File: config.mk
export PLATFORM = sky130hd
export DESIGN_NAME = rdcm_sqrt_pipe
export DESIGN_NICKNAME = d
export VERILOG_FILES = /design/src/design/rdcm_pkg.sv /design/src/design/rdcm_sqrt_pipe.sv
export SDC_FILE = /design/constraint.sdc
export NUM_CORES = 1
export LEC_CHECK = 0
export ABC_AREA = 1
export BUFFER_PORTS_ARGS = -buffer_cell sky130_fd_sc_hd__buf_2
export CORE_UTILIZATION = 32
export CTS_BUF_LIST = sky130_fd_sc_hd__clkbuf_4 sky130_fd_sc_hd__clkbuf_8 sky130_fd_sc_hd__clkbuf_16
export DETAILED_ROUTE_END_ITERATION = 8
export GPL_TIMING_DRIVEN = 0
export PLACE_DENSITY = 0.47
export RECOVER_POWER = 50
export SYNTH_ARGS = -nofsm -noshare
export SYNTH_HDL_FRONTEND = slang
export SYNTH_SLANG_ARGS = --single-unit
File: constraint.sdc
create_clock -name clk -period 3.6 [get_ports clk]
set_input_delay 0.72 -clock clk [delete_from_list [all_inputs] [get_ports clk]]
set_output_delay 0.72 -clock clk [all_outputs]
set_load 0.1 [all_outputs]
File: src/design/rdcm_pkg.sv
// shared constants, widths and word types of the radial distortion coordinate map
package rdcm_pkg;

  localparam int COORD_BITS    = 12;
  localparam int OUT_FRAC_BITS = 4;
  localparam int DEN_BASE      = 1000;
  localparam int DEN_FRAC      = 16;
  localparam int RAD_FRAC      = 8;
  localparam int OUT_W         = 20;
  localparam int COEF_W        = 32;
  localparam int SCALE_W       = 16;
  localparam int CFG_AW        = 3;
  localparam int CFG_DW        = 32;

  localparam int SH1 = 8;
  localparam int SH2 = 24;
  localparam int SH3 = 48;

  localparam int OFF_W    = COORD_BITS + 1;
  localparam int SQ_W     = 2 * COORD_BITS + 1;
  localparam int RAD_IN_W = SQ_W + 2 * RAD_FRAC;
  localparam int ROOT_W   = (RAD_IN_W + 1) / 2;
  localparam int RSQ_W    = 2 * ROOT_W;
  localparam int CUBE_W   = 3 * ROOT_W;
  localparam int T1P_W    = COEF_W + ROOT_W;
  localparam int T1_W     = T1P_W - SH1;
  localparam int T2F_W    = COEF_W + RSQ_W;
  localparam int T2_W     = T2F_W - SH2;
  localparam int P3L_W    = 64;
  localparam int P3H_W    = COEF_W + CUBE_W - 32;
  localparam int T3F_W    = COEF_W + CUBE_W;
  localparam int T3_W     = T3F_W - SH3;
  localparam int DEN_W    = T2_W + 3;
  localparam int D_W      = DEN_W - 1;
  localparam int NUM_SH   = OUT_FRAC_BITS + DEN_FRAC;
  localparam int NUM_W    = COORD_BITS + SCALE_W + NUM_SH;
  localparam int N_W      = DEN_W;
  localparam int Q_W      = OUT_W + 1;
  localparam int CMP_W    = N_W + Q_W;
  localparam int BASE_W   = COORD_BITS + OUT_FRAC_BITS;
  localparam int SUM_W    = Q_W + 2;
  localparam int DIV_LAT  = Q_W + 2;

  localparam int OUT_MAX = (1 << (OUT_W - 1)) - 1;
  localparam int OUT_MIN = -(1 << (OUT_W - 1));

  localparam logic [CFG_AW-1:0] CFG_CENTER_X  = 3'd0;
  localparam logic [CFG_AW-1:0] CFG_CENTER_Y  = 3'd1;
  localparam logic [CFG_AW-1:0] CFG_SCALE_NUM = 3'd2;
  localparam logic [CFG_AW-1:0] CFG_COEF_LIN  = 3'd3;
  localparam logic [CFG_AW-1:0] CFG_COEF_SQ   = 3'd4;
  localparam logic [CFG_AW-1:0] CFG_COEF_CUBE = 3'd5;

  localparam logic [SCALE_W-1:0] SCALE_RESET = 16'd1000;

  typedef struct packed {
    logic [COORD_BITS-1:0] pixel_x;
    logic [COORD_BITS-1:0] pixel_y;
  } in_word_t;

  typedef struct packed {
    logic signed [OUT_W-1:0] mapped_x;
    logic signed [OUT_W-1:0] mapped_y;
    logic                    range_fault;
  } out_word_t;

  typedef struct packed {
    logic signed [OFF_W-1:0] xu;
    logic signed [OFF_W-1:0] yu;
  } off_t;

  typedef struct packed {
    logic [N_W-1:0]        n;
    logic [D_W-1:0]        d;
    logic                  den_pos;
    logic                  off_neg;
    logic                  off_zero;
    logic [COORD_BITS-1:0] ctr;
  } div_in_t;

  typedef struct packed {
    logic signed [OUT_W-1:0] val;
    logic                    fault;
  } div_out_t;

endpackage

File: src/design/rdcm_sqrt_pipe.sv
// pipelined integer square root, one root bit per stage
module rdcm_sqrt_pipe import rdcm_pkg::*; (
  input  logic              clk,
  input  logic              en,
  input  logic [SQ_W-1:0]   sq,
  output logic [ROOT_W-1:0] root
);

  logic [RAD_IN_W-1:0] rem_r  [ROOT_W-1];
  logic [ROOT_W-1:0]   root_r [ROOT_W];

  for (genvar k = 0; k < ROOT_W; k++) begin : g_stg
    localparam int I = ROOT_W - 1 - k;
    logic [RAD_IN_W-1:0] rem_in;
    logic [RAD_IN_W-1:0] rem_nxt;
    logic [ROOT_W-1:0]   root_in;
    logic [ROOT_W-1:0]   root_nxt;
    logic [RAD_IN_W+1:0] trial;

    if (k == 0) begin : g_first
      assign rem_in  = {sq, {(2 * RAD_FRAC){1'b0}}};
      assign root_in = '0;
    end else begin : g_next
      assign rem_in  = rem_r[k-1];
      assign root_in = root_r[k-1];
    end

    always_comb begin
      trial = ((RAD_IN_W + 2)'(root_in) << (I + 1)) + ((RAD_IN_W + 2)'(1) << (2 * I));
      if ({2'b00, rem_in} >= trial) begin
        rem_nxt  = RAD_IN_W'({2'b00, rem_in} - trial);
        root_nxt = root_in | (ROOT_W'(1) << I);
      end else begin
        rem_nxt  = rem_in;
        root_nxt = root_in;
      end
    end

    always_ff @(posedge clk) begin
      if (en) begin
        root_r[k] <= root_nxt;
      end
    end

    if (k < ROOT_W - 1) begin : g_rem
      always_ff @(posedge clk) begin
        if (en) begin
          rem_r[k] <= rem_nxt;
        end
      end
    end else begin : g_norem
      logic unused_rem;
      assign unused_rem = ^rem_nxt;
    end
  end

  assign root = root_r[ROOT_W-1];

endmodule

After elaboration in Yosys (flattened, before gate mapping)
Memory sizes are Yosys's and may differ from the RTL's.
Cells that the tools add are included.
Storage, ports and cells
  word-level logic and storage cells: 106
  memories: 2
  output and inout bits: 21
  bits in writable memories: 1261
  register bits: 0
  input port bits: 27
Memory list
  rem_r: words 20, bits a word 41, rd ports 20, clocked after memory_dff 0, write ports 20, RTL line rdcm_sqrt_pipe.sv:9  | logic [RAD_IN_W-1:0] rem_r [ROOT_W-1];
  root_r: words 21, bits a word 21, rd ports 21, clocked after memory_dff 0, write ports 21, RTL line rdcm_sqrt_pipe.sv:10  | logic [ROOT_W-1:0] root_r [ROOT_W];
Cells by class
  $lt $le $gt $ge: 21
  multiplexer cells: 43
  add/subtract/negate cells: 40
Operators by type and width (count)
  41-bit 2-to-1 mux: 20
  41-bit subtractor: 2
  41-bit by 39-bit adder with 42-bit output, second input constant: 1
  41-bit by 42-bit greater-or-equal comparator with 1-bit output: 1
  40-bit by 37-bit adder with 41-bit output, second input constant: 1
  41-bit by 23-bit greater-or-equal comparator with 1-bit output: 1
  41-bit by 24-bit greater-or-equal comparator with 1-bit output: 1
  41-bit by 25-bit greater-or-equal comparator with 1-bit output: 1
  41-bit by 26-bit greater-or-equal comparator with 1-bit output: 1
  41-bit by 27-bit greater-or-equal comparator with 1-bit output: 1
  41-bit by 28-bit greater-or-equal comparator with 1-bit output: 1
  41-bit by 29-bit greater-or-equal comparator with 1-bit output: 1
  41-bit by 30-bit greater-or-equal comparator with 1-bit output: 1
  41-bit by 31-bit greater-or-equal comparator with 1-bit output: 1
  41-bit by 32-bit greater-or-equal comparator with 1-bit output: 1
  41-bit by 33-bit greater-or-equal comparator with 1-bit output: 1
  41-bit by 34-bit greater-or-equal comparator with 1-bit output: 1
  41-bit by 35-bit greater-or-equal comparator with 1-bit output: 1
  41-bit by 36-bit greater-or-equal comparator with 1-bit output: 1
  41-bit by 37-bit greater-or-equal comparator with 1-bit output: 1
  41-bit by 38-bit greater-or-equal comparator with 1-bit output: 1
  41-bit by 39-bit greater-or-equal comparator with 1-bit output: 1
  41-bit by 40-bit greater-or-equal comparator with 1-bit output: 1
  41-bit greater-or-equal comparator: 1
  58 further kinds: 60

Logic depth before layout (Yosys ltp)
An unclocked memory read counts as a cell.
  depth after elaboration: 4
  mapped depth: 16
  gate-level depth less buffers: 16

Worst setup path before layout
Ideal clock, no wire load.
  kind: register to register
  start point: memory rem_r[4][47] (netlist name)
  end point: memory rem_r[4][120] (netlist name) (data pin)
  library setup time: 0.256 ns
  buffers on the path: 0
  path slack: 1.424 ns
  cell stages (with the launch flop): 13
  clock period less this slack: 2.176 ns
  data arrival time: 1.920 ns
  data required time: 3.344 ns
  cells stage by stage: edfxtp_1 -> ha_1 -> fa_1 -> nand3_1 -> nand3_1 -> nand2_1 -> nand2_1 -> nand2_1 -> nand3_1 -> nand2_1 -> nand2_1 -> nand2_1 -> a21oi_1
RTL lines (RTL line)
  start: declaration: rdcm_sqrt_pipe.sv:9

==> impl_metrics.ini <==
[power]
leakage_nw = 21.8
p_sw_frac = 0.343
power.share.clock = 0.315
power_density_nw_per_um2 = 594
p_sw_mw = 10.6
seq_power_share = 0.418
irDropWorstVdd_mv = 0.415
power.internal_mw = 20.4
p_comb_frac = 0.266

[floorplanning]
fp.dieArea_um2 = 146000
chipHeight_um = 382
rows = 139
coreArea_um2 = 143000
fp.dieW_um = 382
initial_utilization = 0.322
ioPinCount = 48

[synthesis]
syn_nets = 5509
yosys-top-cells-area = edfxtp_1 51%, nand2_1 11%, ha_1 6.3%, inv_1 6.2%, nor2_1 4.3%
synthesis.area_um2 = 46200
synth_mux_area_frac = 0
synth_top_area_cell = edfxtp_1
netlist_instances = 5241
synthFlopType = edfxtp_1
ys_seq_area_frac = 0.507
synth_top_family_by_area = simple AND/OR/NAND/NOR gates
yosys.area.top_type_share = 0.507
avgSynthCellArea_um2 = 8.81
ys_warn_count = 0
synth_compound_area_frac = 0.0828
ys_ff_latch = 780
yosys.area_share.adder = 0.0666
synth_cell_types = 55
ys_async_sr_fraction = 0
synth_xor_xnor_area_share = 0.0376
synth_edf_count = 780
synth_simple_gate_area_frac = 0.233

[layout]
multiInputGateArea_um2 = 19400
diodes = 0
regArea_um2 = 23400
layout.cells.non_filler = 7368
area_growth_pct = 13.0
layout-drive-gt1-share = 0.0754
fillCellCount = 14800
nNetsFinal = 5657

[detailed_routing]
route.vias.total = 35100
drc = 0
vias_per_cell = 4.76
dr.pass1.iters = 5
drt_iter0_drc = 2629
drtAntennaViolNets = 0
wl_um = 128000
wire_per_inst_um = 17.4

[sta]
setup_tns_ns = 0
period_needed_ns = 2.94
hold_viol = 0
setup_viol = 0
rsz0062_at_grt = no
tightest_slew_ns = 2.59
fin_ws_ns = 0.655
final-max-slew-violation-count = 238
fin_worst_skew_ns = 0.0794
slew_headroom = -0.730
fin_crit_sh = 0.818
max_freq_ghz = 0.340

[critical_path]
end_kind = register
cp-startpoint = en
path_class = in2reg
cp.arrival_ns = 3.29
crit_fanout = 122
rr_startpoint = root_r[19][17]
required_ns = 3.94
startpoint_type = input port

[cts]
cts_hold_buffers = 0
cts.sinks = 780
clkSlewWorstSetupHoldPaths_ns = 0.06
cts.htree.levels = 3
post_cts_buffers = 0
cts_resized = 0
clkLatencyLatePin_ns = 0.74
cts_tree = yes
cts_buffer_depth = 3
cts_buffers = 93
cts_root_buffer = clkbuf_16

[grt]
grtUsageTotal = 0.174
grt_first_pass_wirelength_um = 197000
grt_pass1_vias = 33800
grt_max_degree = 123
grt-ovfl-total = 0
antenna_found_initial = 5

[placed_design]
portBuffers = 46
place_ws_ns = 0.442
placed_cells = 7197
hpwl_um = 102000
gp_congestion = 0.893

[hold_path]
hp-start = sq[24]
min_path_type = in2reg

[status]
outcome = finished, violations left
failed_checks = capacitance limit, slew limit

[flow_run]
drv_cap = 2
==> metrics by stage <==
step	cell area [um^2]	hold slack [ns]	power, mW	utilization
floorplan	46200	0.417	18.6	-
CTS	52200	0.0765	31.4	0.364
global placement	48800	0.429	21.6	0.340
detailed placement	49000	0.427	21.4	0.342
global route	52200	0.100	32.9	0.364
finish	52200	0.148	31.0	0.364
==> worst max-delay path, cell delays in order <==
cell and delay, ns:
buf_8 0.40, clkbuf_4 1.39, buf_16 0.44
==> final cells by class <==
cell class	instances	area share
Buffer	45	0.00717
Clock buffer	110	0.0470
Clock inverter	61	0.0151
Inverter	785	0.0568
Multi-Input combinational cell	3631	0.372
Sequential cell	780	0.449
Tap cell	1903	0.0456
Timing Repair Buffer	53	0.00746
==> synth_stat cells, types with 2 or more instances <==
cell type and instances:
o21ai_2 26, o211ai_1 4, a21o_1 24, a21boi_1 2, clkinv_1 3, o21ai_1 118, fa_1 8, nand2_8 2
o21a_1 7, nor2_1 533, nand3_1 286, inv_1 757, ha_1 233, buf_4 13, nor3b_1 2, a21oi_1 278
or2_2 20, nor4_1 29, nor3_2 3, edfxtp_1 780, buf_6 15, nand2_4 12, nand4_1 118, a21oi_2 42
inv_2 19, nor2_2 6, nand2_1 1339, nor3_1 94, o21ai_0 146, and3_1 7, xnor2_1 125, nand3b_1 28
clkbuf_1 2, a211oi_1 11, buf_2 13, o21bai_1 13, xor2_1 73, and2_1 7, nand2_2 17, o31ai_1 4
inv_4 5, nor2_4 4
==> worst paths after layout <==
kind	slack, ns	cells past startpoint	endpoint
min reg2reg	0.40	0	rem_r[2][100]
min	0.15	1	root_r[0][20]
max reg2reg	0.72	8	root_r[20][0]
max	0.66	3	root_r[20][1]
==> sequential cells by signal (all words and copies together), names as in the netlist <==
signal  flops
rem_r     549
root_r    231
==> power by group through the flow <==
stage          Clock, mW  Combinational, mW  Sequential, mW
6_report            9.78               8.25            13.0
5_1_grt             10.4               9.36            13.1
4_1_cts             10.1               8.25            13.0
3_5_place_dp           0               8.21            13.2
3_3_place_gp           0               8.19            13.4
2_1_floorplan          0               5.96            12.6
==> cells in the final DEF (no fill, tap or decap), types with 24 or more instances in the layout <==
cell       instances
buf_2             58
o21ai_1          118
nor2_1           533
nor3_1            94
a21o_1            24
edfxtp_1         780
xor2_1            73
a21oi_2           42
inv_1            757
ha_1             233
o21ai_2           26
nand3b_1          28
clkbuf_16         93
nand3_1          286
nand2_1         1339
o21ai_0          146
a21oi_1          278
nor4_1            29
xnor2_1          125
nand4_1          118
==> cell families after synthesis <==
group	Yosys count
fa+ha+maj	241
compound gates	677
flops	780
xor+xnor	198
simple gates	2514
other cells	1
buf+inv	830
==> per-layer routing <==
| metal | vias to the layer above | GRT usage | routed length, um |
|---|---|---|---|
| met3 | 151 | 0.0199 | 5480 |
| met4 | 0 | 0.0469 | 2700 |
| met2 | 753 | 0.282 | 58500 |
| met5 | - | 0 | 0 |
| met1 | 16300 | 0.246 | 61800 |
| li1 | 17900 | - | - |
Power figures use the tool's default switching activity.
